<file path="src/design/lrb_pkg.sv">
// ----------------------------------------------------------------------------
// lrb_pkg
// Types and codes of the link reconnect backoff supervisor.
// ----------------------------------------------------------------------------
package lrb_pkg;

   // operation codes
   localparam logic [2:0] OP_TICK       = 3'd0;
   localparam logic [2:0] OP_SOCK_OPEN  = 3'd1;
   localparam logic [2:0] OP_REG_ACK    = 3'd2;
   localparam logic [2:0] OP_TRAFFIC    = 3'd3;
   localparam logic [2:0] OP_RETRY      = 3'd4;
   localparam logic [2:0] OP_NET_RESET  = 3'd5;
   localparam logic [2:0] OP_CFG_SAVED  = 3'd6;

   // connection states
   localparam logic [2:0] MODE_IDLE       = 3'd0;
   localparam logic [2:0] MODE_CONNECTING = 3'd1;
   localparam logic [2:0] MODE_CONNECTED  = 3'd2;
   localparam logic [2:0] MODE_REGISTERED = 3'd3;
   localparam logic [2:0] MODE_FAILED     = 3'd4;

   // event codes
   localparam logic [2:0] EV_NONE         = 3'd0;
   localparam logic [2:0] EV_CONNECTED    = 3'd1;
   localparam logic [2:0] EV_DISCONNECTED = 3'd2;
   localparam logic [2:0] EV_REGISTERED   = 3'd3;
   localparam logic [2:0] EV_FAILED       = 3'd4;
   localparam logic [2:0] EV_COMMAND      = 3'd5;

   // register indexes
   localparam logic [2:0] CSR_CONNECT_TIMEOUT = 3'd0;
   localparam logic [2:0] CSR_MAX_ATTEMPTS    = 3'd1;
   localparam logic [2:0] CSR_BACKOFF_BASE    = 3'd2;
   localparam logic [2:0] CSR_BACKOFF_CAP     = 3'd3;
   localparam logic [2:0] CSR_HB_INTERVAL     = 3'd4;

   localparam logic [31:0] CONNECT_TIMEOUT_RST = 32'd10000;
   localparam logic [7:0]  MAX_ATTEMPTS_RST    = 8'd5;
   localparam logic [31:0] BACKOFF_BASE_RST    = 32'd1000;
   localparam logic [31:0] BACKOFF_CAP_RST     = 32'd30000;
   localparam logic [31:0] HB_INTERVAL_RST     = 32'd30000;

   typedef struct packed {
      logic [2:0]  operation;
      logic [31:0] now_ms;
      logic        link_up;
      logic        config_present;
   } req_type;

   typedef struct packed {
      logic [2:0] conn_state;
      logic [7:0] attempt_count;
      logic [2:0] event_code;
      logic       start_connect;
      logic       send_register;
      logic       send_heartbeat;
      logic       close_socket;
      logic       may_send;
   } rsp_type;

endpackage

</file>
<file path="src/design/link_reconnect_backoff_fsm_unit.sv">
// ----------------------------------------------------------------------------
// link_reconnect_backoff_fsm_unit
// Connection supervisor with connect timeout and capped exponential backoff.
// ----------------------------------------------------------------------------
// Each request is one classified event (tick, socket opened, registration
// ack, traffic, manual retry, network reset, config saved) with the current
// millisecond time; each yields exactly one response with the new state,
// attempt count, event code and action flags. A request is registered on
// entry, the state update is combinational from that register, and the
// response is registered at the output and held while rsp_ready is low.
// One request is taken every cycle while no response is stalled; the clock
// rate is set by the single next-state pass (backoff shift, compare and
// deadline add). The user must write configuration registers through the
// csr_ port only while no request is pending; the block does not enforce it.
module link_reconnect_backoff_fsm_unit
   import lrb_pkg::*;
(
   input  logic        clock,
   input  logic        reset,
   input  logic        req_valid,
   output logic        req_ready,
   input  req_type     req_data,
   output logic        rsp_valid,
   input  logic        rsp_ready,
   output rsp_type     rsp_data,
   input  logic        csr_wr_en,
   input  logic [2:0]  csr_index,
   input  logic [31:0] csr_wdata
);

   // configuration
   logic [31:0] timeout_ff, base_ff, cap_ff, hb_int_ff;
   logic [7:0]  max_att_ff;

   // input and output stages
   logic    in_valid_ff, rsp_valid_ff;
   req_type in_ff;
   rsp_type rsp_ff, rsp_in;
   logic    advance;

   // supervisor state
   logic [2:0]  mode_ff, mode_in;
   logic [7:0]  attempts_ff, attempts_in;
   logic        in_flight_ff, in_flight_in;
   logic [31:0] deadline_ff, deadline_in;
   logic [31:0] start_ff, start_in;
   logic [31:0] last_hb_ff, last_hb_in;

   // helpers
   logic [7:0]  att_bump;
   logic [63:0] shifted;
   logic        delay_big;
   logic [31:0] delay;
   logic [31:0] retry_at;
   logic        att_fail;
   logic        timed_out;
   logic        hb_due;

   assign advance   = in_valid_ff && (!rsp_valid_ff || rsp_ready);
   assign req_ready = !in_valid_ff || advance;
   assign rsp_valid = rsp_valid_ff;
   assign rsp_data  = rsp_ff;

   always_ff @(posedge clock) begin
      if (reset) begin
         timeout_ff <= CONNECT_TIMEOUT_RST;
         max_att_ff <= MAX_ATTEMPTS_RST;
         base_ff    <= BACKOFF_BASE_RST;
         cap_ff     <= BACKOFF_CAP_RST;
         hb_int_ff  <= HB_INTERVAL_RST;
      end else if (csr_wr_en) begin
         unique case (csr_index)
            CSR_CONNECT_TIMEOUT: timeout_ff <= csr_wdata;
            CSR_MAX_ATTEMPTS:    max_att_ff <= csr_wdata[7:0];
            CSR_BACKOFF_BASE:    base_ff    <= csr_wdata;
            CSR_BACKOFF_CAP:     cap_ff     <= csr_wdata;
            CSR_HB_INTERVAL:     hb_int_ff  <= csr_wdata;
            default: ;
         endcase
      end
   end

   // saturating bump and the backoff delay for the bumped count
   assign att_bump = (attempts_ff == 8'hFF) ? attempts_ff : attempts_ff + 8'd1;
   assign shifted  = {32'd0, base_ff} << att_bump[4:0];
   assign delay_big = ((att_bump[7:5] != 3'd0) && (base_ff != 32'd0))
                      || (shifted >= {32'd0, cap_ff});
   assign delay     = delay_big ? cap_ff : shifted[31:0];
   assign retry_at  = in_ff.now_ms + delay;
   assign att_fail  = att_bump >= max_att_ff;
   assign timed_out = (in_ff.now_ms - start_ff) >= timeout_ff;
   assign hb_due    = (in_ff.now_ms - last_hb_ff) > hb_int_ff;

   always_comb begin
      mode_in      = mode_ff;
      attempts_in  = attempts_ff;
      in_flight_in = in_flight_ff;
      deadline_in  = deadline_ff;
      start_in     = start_ff;
      last_hb_in   = last_hb_ff;
      rsp_in       = '0;
      rsp_in.event_code = EV_NONE;

      unique case (in_ff.operation)
         OP_TICK: begin
            unique case (mode_ff)
               MODE_IDLE: begin
                  if (in_ff.config_present) begin
                     mode_in      = MODE_CONNECTING;
                     in_flight_in = 1'b0;
                     deadline_in  = '0;
                  end
               end
               MODE_CONNECTING: begin
                  // sit out the backoff, then time out or launch
                  if (in_ff.now_ms < deadline_ff) begin
                     mode_in = mode_ff;
                  end else if (in_flight_ff) begin
                     if (timed_out) begin
                        in_flight_in = 1'b0;
                        attempts_in  = att_bump;
                        if (att_fail) begin
                           mode_in             = MODE_FAILED;
                           rsp_in.close_socket = in_ff.link_up;
                           rsp_in.event_code   = EV_FAILED;
                        end else begin
                           deadline_in = retry_at;
                        end
                     end
                  end else begin
                     start_in             = in_ff.now_ms;
                     in_flight_in         = 1'b1;
                     rsp_in.start_connect = 1'b1;
                  end
               end
               MODE_CONNECTED: begin
                  if (!in_ff.link_up) begin
                     attempts_in  = att_bump;
                     in_flight_in = 1'b0;
                     if (att_fail) begin
                        mode_in           = MODE_FAILED;
                        rsp_in.event_code = EV_FAILED;
                     end else begin
                        deadline_in       = retry_at;
                        mode_in           = MODE_CONNECTING;
                        rsp_in.event_code = EV_DISCONNECTED;
                     end
                  end
               end
               MODE_REGISTERED: begin
                  if (in_ff.link_up) begin
                     if (hb_due) begin
                        last_hb_in            = in_ff.now_ms;
                        rsp_in.send_heartbeat = 1'b1;
                     end
                  end else begin
                     attempts_in       = '0;
                     in_flight_in      = 1'b0;
                     deadline_in       = '0;
                     mode_in           = MODE_CONNECTING;
                     rsp_in.event_code = EV_DISCONNECTED;
                  end
               end
               default: ;
            endcase
         end
         OP_SOCK_OPEN: begin
            mode_in              = MODE_CONNECTED;
            in_flight_in         = 1'b0;
            attempts_in          = '0;
            rsp_in.event_code    = EV_CONNECTED;
            rsp_in.send_register = 1'b1;
         end
         OP_REG_ACK: begin
            mode_in           = MODE_REGISTERED;
            attempts_in       = '0;
            last_hb_in        = in_ff.now_ms;
            rsp_in.event_code = EV_REGISTERED;
         end
         OP_TRAFFIC: begin
            last_hb_in        = in_ff.now_ms;
            rsp_in.event_code = EV_COMMAND;
         end
         OP_RETRY: begin
            if (in_ff.config_present) begin
               attempts_in  = '0;
               in_flight_in = 1'b0;
               deadline_in  = '0;
               mode_in      = MODE_CONNECTING;
            end
         end
         OP_NET_RESET: begin
            rsp_in.close_socket = in_ff.link_up;
            mode_in             = MODE_IDLE;
            attempts_in         = '0;
            deadline_in         = '0;
            in_flight_in        = 1'b0;
         end
         OP_CFG_SAVED: begin
            attempts_in  = '0;
            in_flight_in = 1'b0;
            deadline_in  = '0;
            mode_in      = MODE_CONNECTING;
         end
         default: ;
      endcase

      rsp_in.conn_state    = mode_in;
      rsp_in.attempt_count = attempts_in;
      rsp_in.may_send      = (mode_in == MODE_CONNECTED) || (mode_in == MODE_REGISTERED);
   end

   always_ff @(posedge clock) begin
      if (reset) begin
         in_valid_ff  <= 1'b0;
         rsp_valid_ff <= 1'b0;
         mode_ff      <= MODE_IDLE;
         attempts_ff  <= '0;
         in_flight_ff <= 1'b0;
         deadline_ff  <= '0;
         start_ff     <= '0;
         last_hb_ff   <= '0;
      end else begin
         if (req_valid && req_ready) begin
            in_valid_ff <= 1'b1;
         end else if (advance) begin
            in_valid_ff <= 1'b0;
         end
         if (advance) begin
            rsp_valid_ff <= 1'b1;
            mode_ff      <= mode_in;
            attempts_ff  <= attempts_in;
            in_flight_ff <= in_flight_in;
            deadline_ff  <= deadline_in;
            start_ff     <= start_in;
            last_hb_ff   <= last_hb_in;
         end else if (rsp_ready) begin
            rsp_valid_ff <= 1'b0;
         end
      end
   end

   always_ff @(posedge clock) begin
      if (req_valid && req_ready) begin
         in_ff <= req_data;
      end
      if (advance) begin
         rsp_ff <= rsp_in;
      end
   end

endmodule

</file>
<file path="config.mk">
export PLATFORM = sky130hd
export DESIGN_NAME = link_reconnect_backoff_fsm_unit
export DESIGN_NICKNAME = d
export VERILOG_FILES = /design/src/design/lrb_pkg.sv /design/src/design/link_reconnect_backoff_fsm_unit.sv
export SDC_FILE = /design/constraint.sdc
export NUM_CORES = 1
export LEC_CHECK = 0
export BUFFER_PORTS_ARGS = -buffer_cell sky130_fd_sc_hd__clkbuf_2
export CAP_MARGIN = 20
export CORE_UTILIZATION = 50
export CTS_BUF_LIST = sky130_fd_sc_hd__clkbuf_2
export DETAILED_ROUTE_END_ITERATION = 8
export MAX_ROUTING_LAYER = met4
export PLACE_DENSITY = 0.74
export SLEW_MARGIN = 20
export SYNTH_ARGS = -nofsm -noshare
export SYNTH_HDL_FRONTEND = slang
export SYNTH_SLANG_ARGS = --single-unit
</file>
<file path="constraint.sdc">
create_clock -name clock -period 12.3 [get_ports clock]
set_input_delay 1.23 -clock clock [delete_from_list [all_inputs] [get_ports clock]]
set_output_delay 1.23 -clock clock [all_outputs]
set_load 0.02 [all_outputs]
</file>
# After elaboration in Yosys (flattened, before gate mapping)
# Index checks and enable logic that the tools add are counted.
# Widths: inputs -> output; s select.
# classes
n_eq_ne	27
n_addsub	4
n_reduce_logical	35
n_lt_le_gt_ge	5
shifts	1
muxes	62
bitwise	4
# op_table
operator	n
$mux 32	11
$pmux 32 s4	1
$pmux 32 s3	1
$ge 64x32->1	1
$pmux 32 s2	1
$shl 32x5->64	1
$sub 32x32->32	2
$mux 8	7
$pmux 8 s3	2
$mux 3	13
$add 32x32->32	1
$ge 32x32->1	1
$gt 32x32->1	1
$lt 32x32->1	1
$reduce_bool 32->1	1
$eq 3x2->1 const B	8
$pmux 3 s4	2
$ne 3x3->1 const B	6
$pmux 3 s6	1
$mux 1	17
$reduce_and 5->1	3
$eq 3x3->1 const B	4
$reduce_and 2->1	5
$eq 3x1->1 const B	3
24 further kinds	44
# word_totals
word_cells	163
output_inout_bits	21
regBits	302

# Logic depth before layout (Yosys ltp)
# Gate-level depths: netlist of run 1.
# logic_depth
ltp_word	13
depth_mapped	40

# Worst setup path after synthesis of run 1
# No wires, ideal clock.
# synth_timing
kind	reg-to-reg
start	reg attempts_ff[1]
end	reg deadline_ff[24]
setup_ns	0.070
arrival_ns	7.363
required_time_ns	12.230
slack_ns	4.866
path_buffers	8
path_stages_with_launch	41
synth_period_minus_slack_ns	7.434
cell_sequence	dfxtp_1 -> ha_1 -> buf_2 -> and3_1 -> buf_2 -> a21boi_1 -> a21oi_2 -> buf_6 -> buf_2 -> buf_2 -> buf_2 -> nand3_1 -> o21ai_0 -> nand2_1 -> o21ai_0 -> ha_1 -> a21o_1 -> a21o_1 -> (+5 left out) -> nand2_1 -> buf_2 -> clkbuf_1 -> nand2_1 -> o21ai_0 -> ha_1 -> fa_1 -> a21o_1 -> a21o_1 -> a2111oi_0 -> nor3_1 -> o21ai_0 -> nor2b_1 -> o221ai_1 -> a21oi_1 -> mux2i_1 -> o21ai_0 -> a21oi_1
# synth_between
elab_chain_cells	13
word_cells_on_any_way	18
cone_classes	2 x add/sub; 2 x order compare; 1 x eq/ne; 1 x shift; 9 x mux; 3 x reduce/logical
# synth_rtl
item	line	rtl
start, declared	link_reconnect_backoff_fsm_unit.sv:43	logic [7:0] attempts_ff, attempts_in;
start signal, assigned	link_reconnect_backoff_fsm_unit.sv:232	attempts_ff <= attempts_in;
$add 8x1->8 or $eq 8x8->1 (tied branches)	link_reconnect_backoff_fsm_unit.sv:84	assign att_bump = (attempts_ff == 8'hFF) ? attempts_ff : attempts_ff + 8'd1;
$mux 8 (*)	link_reconnect_backoff_fsm_unit.sv:84	
$shl 32x5->64 or $reduce_bool 3->1 (tied branches)	link_reconnect_backoff_fsm_unit.sv:85, link_reconnect_backoff_fsm_unit.sv:86	
$ge 64x32->1 or $logic_and 1x1->1 (tied branches)	link_reconnect_backoff_fsm_unit.sv:87, link_reconnect_backoff_fsm_unit.sv:86	
$logic_or 1x1->1	link_reconnect_backoff_fsm_unit.sv:87	|| (shifted >= {32'd0, cap_ff});
$mux 32	link_reconnect_backoff_fsm_unit.sv:88	assign delay = delay_big ? cap_ff : shifted[31:0];
$add 32x32->32	link_reconnect_backoff_fsm_unit.sv:89	assign retry_at = in_ff.now_ms + delay;
$mux 32 (*)	link_reconnect_backoff_fsm_unit.sv:122, link_reconnect_backoff_fsm_unit.sv:140	
$mux 32	link_reconnect_backoff_fsm_unit.sv:119	if (timed_out) begin
$mux 32	link_reconnect_backoff_fsm_unit.sv:118	end else if (in_flight_ff) begin
$mux 32	link_reconnect_backoff_fsm_unit.sv:116	if (in_ff.now_ms < deadline_ff) begin
$pmux 32 s4 (*)	link_reconnect_backoff_fsm_unit.sv:106	unique case (mode_ff)
$pmux 32 s3 (*)	link_reconnect_backoff_fsm_unit.sv:104	unique case (in_ff.operation)
end signal, assigned	link_reconnect_backoff_fsm_unit.sv:234	deadline_ff <= deadline_in;
end, declared	link_reconnect_backoff_fsm_unit.sv:45	logic [31:0] deadline_ff, deadline_in;
# Every way passes the cells marked *; elsewhere a longest branch is shown, timed or not. The select of a mux whose other input is x is not followed.
# A chain may end at the register's enable or synchronous reset.

# Worst setup path after layout of run 1
# layout_timing
start	reg attempts_ff[0]
end	reg deadline_ff[31]
# Same word-level chain as after synthesis.

==> results.py, run 1 <==
metrics = {
    "pwr": {
        "leakagePower_nw": 9.32,
        "power.density_nw_per_um2": 109,
        "ir_drop_mv": 0.0695,
    },
    "routing": {
        "ant_nets": 0,
        "firstDrtPassIters": 9,
        "wl_per_cell_um": 20.1,
        "drt_wl_total_um": 70800,
        "vias": 21000,
        "dr.first_iter.drc_count": 1893,
        "avgViaCountPerCell": 5.94,
        "drc_errors": 1,
    },
    "floorplanning": {
        "dieWidth_um": 211,
        "num_io_pins": 98,
        "rows": 76,
        "core_um2": 43200,
        "dieArea_um2": 44600,
        "start_util_pct": 50.7,
        "die_h_um": 211,
    },
    "yosys": {
        "syn_inst": 2813,
        "synth_common_cells": "485 x nand2_1, 289 x a21oi_1, 246 x dfxtp_1",
        "yosysSeqAreaShare_pct": 30.2,
        "synth_area_leader_cell": "dfxtp_1",
        "synth_area_leaders": "dfxtp_1 22%, ha_1 13%, nand2_1 8.3%",
        "ys_types": 89,
        "yosysTopAreaCellShare_pct": 22.5,
        "syn-cell-area_um2": 21900,
        "yosys.cell_count.top_type": "nand2_1",
        "synth_edf_count": 56,
        "synth_nets": 3122,
        "yosys_warnings": 0,
        "ys_async_sr_fraction_pct": 0,
        "avgSynthCellArea_um2": 7.78,
        "synth-seq-cells": 302,
        "synth_ff_type": "dfxtp_1",
    },
    "sta": {
        "setup_viol": 0,
        "worst_pin_slew_ns": 1.10,
        "post-route-worst-setup-slack_ns": 2.84,
        "fin_crit_sh_pct": 76.9,
        "rsz0062_at_grt": "false",
        "hold_viol": 0,
        "fmax_mhz": 106,
        "drv_slew": 0,
        "relSlewSlack_pct": 26.3,
        "setup_tns_ns": 0,
        "fin_skew_ns": 0.0773,
        "min_period_ns": 9.46,
    },
    "layout": {
        "drive_gt1_share_pct": 10.5,
        "final_util_pct": 54.4,
        "syn_to_final_growth_pct": 7.24,
        "final_nets": 3189,
        "design_area_um2": 23500,
        "fillCellCount": 4214,
    },
    "clock_tree": {
        "clockBufferDepth": 3,
        "clkSlewWorstSetupHoldPaths_ns": 0.11,
        "postCtsSetupRepairBufs": 0,
        "cts_tree": "yes",
        "h-tree-depth": 3,
        "cts-buffers-inserted": 85,
        "hold_buffers": 0,
        "numClockSinks": 302,
        "clock_latency_ns": 1.09,
        "root_buffer": "clkbuf_2",
        "cts_resized": 0,
    },
    "critical_path": {
        "critPathRequiredTime_ns": 13.25,
        "startpoint_type": "flop",
        "cp_max_fo": 47,
        "reg2reg_depth": 35,
        "slowest_stage": "nand3_2",
        "cp.arrival_ns": 10.42,
        "cp_common_cell": "nand2_1",
        "crit_path_end_kind": "flop",
        "critPathMaxStageDelay_ns": 0.53,
        "critical_path_class": "flop to flop",
    },
    "placement": {
        "dpl_cell_area_um2": 22700,
        "io_buffers": 97,
        "place_ws_ns": 3.06,
        "place.gp.congestion": 0.979,
        "hpwl_um": 52600,
    },
    "global_route": {
        "met3_usage_pct": 5.65,
        "met1_usage_pct": 40.7,
        "grt_pass1_wl_um": 111000,
        "use_met2_pct": 52.5,
        "antenna_found_initial": 3,
        "grt_max_degree": 85,
        "grt-busiest-layer": "met2",
        "gr-usage-all-layers_pct": 32.8,
        "grt-ovfl-total": 0,
        "grt_pass1_vias": 20300,
    },
    "run_status": {
        "status": "complete, but fails checks",
        "violations": "DRC",
    },
    "min_path": {
        "min_path_type": "primary input to flop",
        "hold_depth": 1,
    },
    "run": {
        "drv_cap": 0,
    },
}
-- path summary, 6_finish.rpt --
check,start,slack (ns),endpoint
worst max-delay path,attempts_ff[0]$_SDFFE_PP0P_,2.84,deadline_ff[31]$_SDFFE_PP0P_
worst min-delay path,req_data[33],0.33,in_ff[33]$_DFFE_PP_
worst max register to register,attempts_ff[0]$_SDFFE_PP0P_,2.84,deadline_ff[31]$_SDFFE_PP0P_
worst min register to register,start_ff[5]$_SDFFE_PP0P_,0.46,start_ff[5]$_SDFFE_PP0P_
-- power breakdown --
part / switching (mW) / total [mW] / internal [mW]
Combinational: 0.462 / 0.770 / 0.308
Sequential: 0.0358 / 1.07 / 1.03
Clock: 0.457 / 0.727 / 0.270
Total: 0.955 / 2.57 / 1.61
-- final cells by class --
cell class                      count  area, um2  area share, %
Antenna cell                        6       15.0         0.0639
Clock buffer                      125        626           2.66
Clock inverter                     23       95.1          0.405
Inverter                          238        893           3.80
Multi-Input combinational cell   2130      13800           58.9
Sequential cell                   302       6610           28.1
Tap cell                          585        732           3.12
Timing Repair Buffer              123        687           2.93
-- kinds of logic (layout without fill, tap and decap cells) --
logic type                 Yosys count  count (layout)  share of synthesized area (%)
adders and majority gates          232             232                           13.4
other                                0               6                              0
and+or+nand+nor                    916             916                           18.2
AOI/OAI and AO/OA                  800             800                           23.5
muxes                               94              94                           4.39
DFF                                302             302                           30.2
buffers and inverters              381             509                           6.81
xor gates and xnor gates            88              88                           3.55
-- worst max-delay path: cells and delay by family (launching register included) --
| family | cells | cell delay, ns |
|---|---|---|
| compound gates | 18 | 3.94 |
| simple gates | 10 | 2.56 |
| buf+inv | 3 | 1.16 |
| fa+ha+maj | 3 | 1.11 |
| flops | 1 | 0.33 |
| mux | 1 | 0.20 |
-- state kept, by name, indices dropped and copies added, names as in the netlist, 3 cells and up --
| name | flops |
|---|---|
| attempts_ff | 8 |
| base_ff | 32 |
| cap_ff | 32 |
| deadline_ff | 32 |
| hb_int_ff | 32 |
| in_ff | 37 |
| last_hb_ff | 32 |
| max_att_ff | 8 |
| mode_ff | 3 |
| rsp_data | 19 |
| start_ff | 32 |
| timeout_ff | 32 |
-- metal layers --
| layer | up-vias | wire [um] |
|---|---|---|
| li1 | 10100 | - |
| met1 | 9923 | 31000 |
| met2 | 759 | 32500 |
| met3 | 188 | 4470 |
| met4 | 0 | 2850 |
| met5 | - | 0 |
-- per-stage QoR --
stage	total power, mW	cells	hold WS [ns]
after floorplan	1.65	2813	0.432
after global placement	1.83	3378	0.441
after detailed placement	1.85	3378	0.446
after CTS	2.58	3526	0.225
after global routing	2.72	3532	0.186
final	2.57	3532	0.326
-- cells in the final DEF, fill, tap and decap left out, types with 7 or more instances in the layout --
cell        n
nand2_1   485
a21oi_1   289
dfxtp_1   245
inv_1     234
ha_1      229
clkbuf_2  221
nor2_1    191
o21ai_0   123
mux2i_1    86
a21o_1     83
o211ai_1   66
xnor2_1    62
edfxtp_1   56
nand3_1    50
nand4_1    37
nor3_1     34
a22oi_1    28
buf_4      26
xor2_1     25
o21a_1     24
nand2b_1   18
o21bai_1   18
a31oi_1    17
clkinv_1   17
nor2b_1    16
o221ai_1   16
a211oi_1   14
and3_1     14
nor4_1     13
o22ai_1    13
or3_1      11
and2_1     10
or2_2      10
a21boi_0    8
a22o_1      8
mux2_2      7
Note: power is estimated with default switching activity, not from simulation.
==> run 2, diff against run 1 <==
ABC_AREA = 1   (was unset)
PLACE_DENSITY = 0.77   (was 0.74)
clock period = 8.01 ns   (was 12.3 ns; I/O delays follow)
==> results.py, run 2 <==
metrics = {
    "yosys": {
        "yosys_warnings": 0,
        "syn-cell-area_um2": 21500,
        "synth_area_leader_cell": "dfxtp_1",
        "avgSynthCellArea_um2": 7.11,
        "synthXorXnorAreaFrac_pct": 2.90,
        "yosysSeqAreaShare_pct": 30.8,
        "synth_edf_count": 56,
        "synth-compound-area-share_pct": 22.8,
        "ys_async_sr_fraction_pct": 0,
        "synth-seq-cells": 302,
        "synth_common_cells": "468 x nand2_1, 432 x a21oi_1, 414 x inv_1",
        "synth_area_leaders": "dfxtp_1 23%, ha_1 13%, a21oi_1 10%",
        "yosys.area_share.simple_pct": 19.8,
        "ys_types": 60,
        "synth_top_family_by_area": "compound AO/OA/AOI/OAI gates",
        "syn_inst": 3017,
        "synth_ff_type": "dfxtp_1",
        "yosys.cell_count.top_type": "nand2_1",
        "yosysTopAreaCellShare_pct": 22.9,
        "synth_mux_area_share_pct": 0,
        "synth_nets": 3326,
        "synth_adder_area_share_pct": 13.6,
    },
    "pwr": {
        "ir_drop_mv": 0.109,
        "pwr-share-seq_pct": 38.1,
        "leakagePower_nw": 10.4,
        "p_switching_mw": 1.78,
        "p_clk_share_pct": 26.6,
        "intPower_mw": 2.56,
        "p_sw_share_pct": 41.0,
        "power_frac_comb_pct": 35.4,
        "power.density_nw_per_um2": 183,
    },
    "global_route": {
        "grt-ovfl-total": 0,
        "grt_pass1_vias": 20900,
        "grt_pass1_wl_um": 116000,
        "grt_max_degree": 128,
        "antenna_found_initial": 5,
        "gr-usage-all-layers_pct": 35.4,
    },
    "sta": {
        "worst_pin_slew_ns": 1.08,
        "drv_slew": 0,
        "post-route-worst-setup-slack_ns": 0.609,
        "setup_viol": 0,
        "hold_viol": 0,
        "min_period_ns": 7.40,
        "fin_crit_sh_pct": 92.4,
        "fmax_mhz": 135,
        "relSlewSlack_pct": 28.0,
        "rsz0062_at_grt": "false",
        "fin_skew_ns": 0.107,
        "setup_tns_ns": 0,
    },
    "routing": {
        "wl_met2_um": 33900,
        "wl_met1_um": 32000,
        "top_layer_used": "met4",
        "vias": 22000,
        "ant_nets": 0,
        "drc_errors": 0,
        "dr.first_iter.drc_count": 1855,
        "drt_wl_total_um": 75700,
        "firstDrtPassIters": 6,
        "avgViaCountPerCell": 5.80,
        "wl_per_cell_um": 20.0,
        "met3_length_um": 5960,
    },
    "run_status": {
        "status": "completed",
    },
    "clock_tree": {
        "cts-buffers-inserted": 84,
        "clkSlewWorstSetupHoldPaths_ns": 0.09,
        "clock_latency_ns": 1.13,
        "root_buffer": "clkbuf_2",
        "h-tree-depth": 3,
        "numClockSinks": 302,
        "clockBufferDepth": 3,
        "cts_tree": "yes",
    },
    "placement": {
        "place.gp.congestion": 1.00,
        "placed_cells": 3578,
        "place_ws_ns": 0.770,
        "io_buffers": 97,
        "hpwl_um": 57300,
    },
    "layout": {
        "largest_register_ffs": 37,
        "fillCellCount": 4105,
        "layout_common_cells": "466 x nand2_1, 432 x a21oi_1, 411 x inv_1",
        "syn_to_final_growth_pct": 10.6,
        "regMostFlops": "in_ff",
        "stdcell_count": 3793,
        "final_util_pct": 56.3,
        "layout_commonest_cell": "nand2_1",
        "final_nets": 3490,
        "drive_gt1_share_pct": 9.57,
    },
    "critical_path": {
        "cp_top_family": "simple AND/OR/NAND/NOR gates",
        "cp.arrival_ns": 8.38,
        "startpoint_type": "flop",
        "slowest_stage": "o311ai_0",
        "critical_path_class": "flop to flop",
        "cp_common_cell": "nand2_1",
        "reg2reg_slack_ns": 0.61,
        "critPathMaxStageDelay_ns": 0.68,
        "cp_max_fo": 23,
        "startpoint": "attempts_ff[0]$_SDFFE_PP0P_",
        "regToRegStartpoint": "attempts_ff[0]$_SDFFE_PP0P_",
        "crit_path_end_kind": "flop",
        "reg2reg_depth": 40,
        "crit_buf_inv": 3,
        "path_depth": 40,
        "critPathRequiredTime_ns": 8.99,
    },
    "floorplanning": {
        "start_util_pct": 50.9,
        "rows": 75,
        "die_h_um": 209,
        "dieArea_um2": 43800,
        "num_io_pins": 98,
        "core_um2": 42100,
        "dieWidth_um": 209,
    },
    "min_path": {
        "hold_depth": 3,
        "worstHoldStart": "csr_wdata[6]",
        "min_path_type": "primary input to flop",
    },
    "run": {
        "drv_cap": 0,
    },
}
==> run 2: cell count changes in the layout (fill, tap and decap cells not counted), moves of 82 or more <==
cell	previous run	this run
inv_1	234	411
nand3_1	50	251
o21ai_0	123	318
mux2i_1	86	0
a21oi_1	289	432
a21o_1	83	1
==> run 2: what timing repair did <==
action / in CTS / in global routing
setup buffers: 0 / 0
resized for setup: 0 / 2
endpoints found under the setup margin: 0 / 4
endpoints found under the hold margin: 68 / 0
hold buffers: 56 / 0
==> run 2: layout make-up <==
| type | instances | area (um2) | share of cell area (%) |
|---|---|---|---|
| timing repair buffer | 195 | 1360 | 5.73 |
| clock buffer | 118 | 591 | 2.49 |
| antenna | 5 | 12.5 | 0.0527 |
| inverter | 421 | 1590 | 6.68 |
| clock inverter | 36 | 189 | 0.796 |
| multi-input combinational | 2177 | 12700 | 53.6 |
| tap | 539 | 674 | 2.84 |
| sequential | 302 | 6610 | 27.8 |
==> run 2: cells by family (layout without fill, tap and decap cells) <==
family / Yosys count / in the layout
AND/OR/NAND/NOR: 967 / 967
AO/OA/AOI/OAI: 907 / 907
buffers and inverters: 538 / 770
flip-flops: 302 / 302
adder cells (fa/ha/maj): 232 / 232
XOR/XNOR: 71 / 71
other: 0 / 5
==> run 2: final timing paths <==
path,end
worst min register to register,start_ff[26]$_SDFFE_PP0P_
worst max-delay path,deadline_ff[31]$_SDFFE_PP0P_
worst max register to register,deadline_ff[31]$_SDFFE_PP0P_
worst min-delay path,base_ff[6]$_SDFFE_PP1P_
==> run 2: routing by layer <==
metal	GRT usage, %	vias to the layer above
met5	-	-
met4	17.6	0
met3	6.24	182
met2	55.2	901
met1	44.1	10200
li1	-	10700
==> run 2: tightest hold or removal path, cell delays in order <==
cell      delay (ns)
clkbuf_2        0.21
nand2_1         0.08
o211ai_1        0.08
==> run 2: metrics by stage <==
| stage | cell area (um2) | hold slack [ns] | power [mW] |
|---|---|---|---|
| final | 23700 | 0.105 | 4.34 |
| after global routing | 23700 | 0.0225 | 4.62 |
| after CTS | 23700 | 0.0120 | 4.33 |
| after global placement | 22400 | 0.442 | 3.14 |
| after detailed placement | 22400 | 0.451 | 3.16 |
| after floorplan | 21500 | 0.429 | 2.71 |
==> run 2: power groups by stage <==
stage	Clock, mW	Sequential (mW)	Combinational [mW]
after global routing	1.26	1.66	1.70
after floorplan	0	1.67	1.04
final	1.15	1.65	1.54
after CTS	1.18	1.65	1.50
after global placement	0	1.69	1.45
after detailed placement	0	1.69	1.47
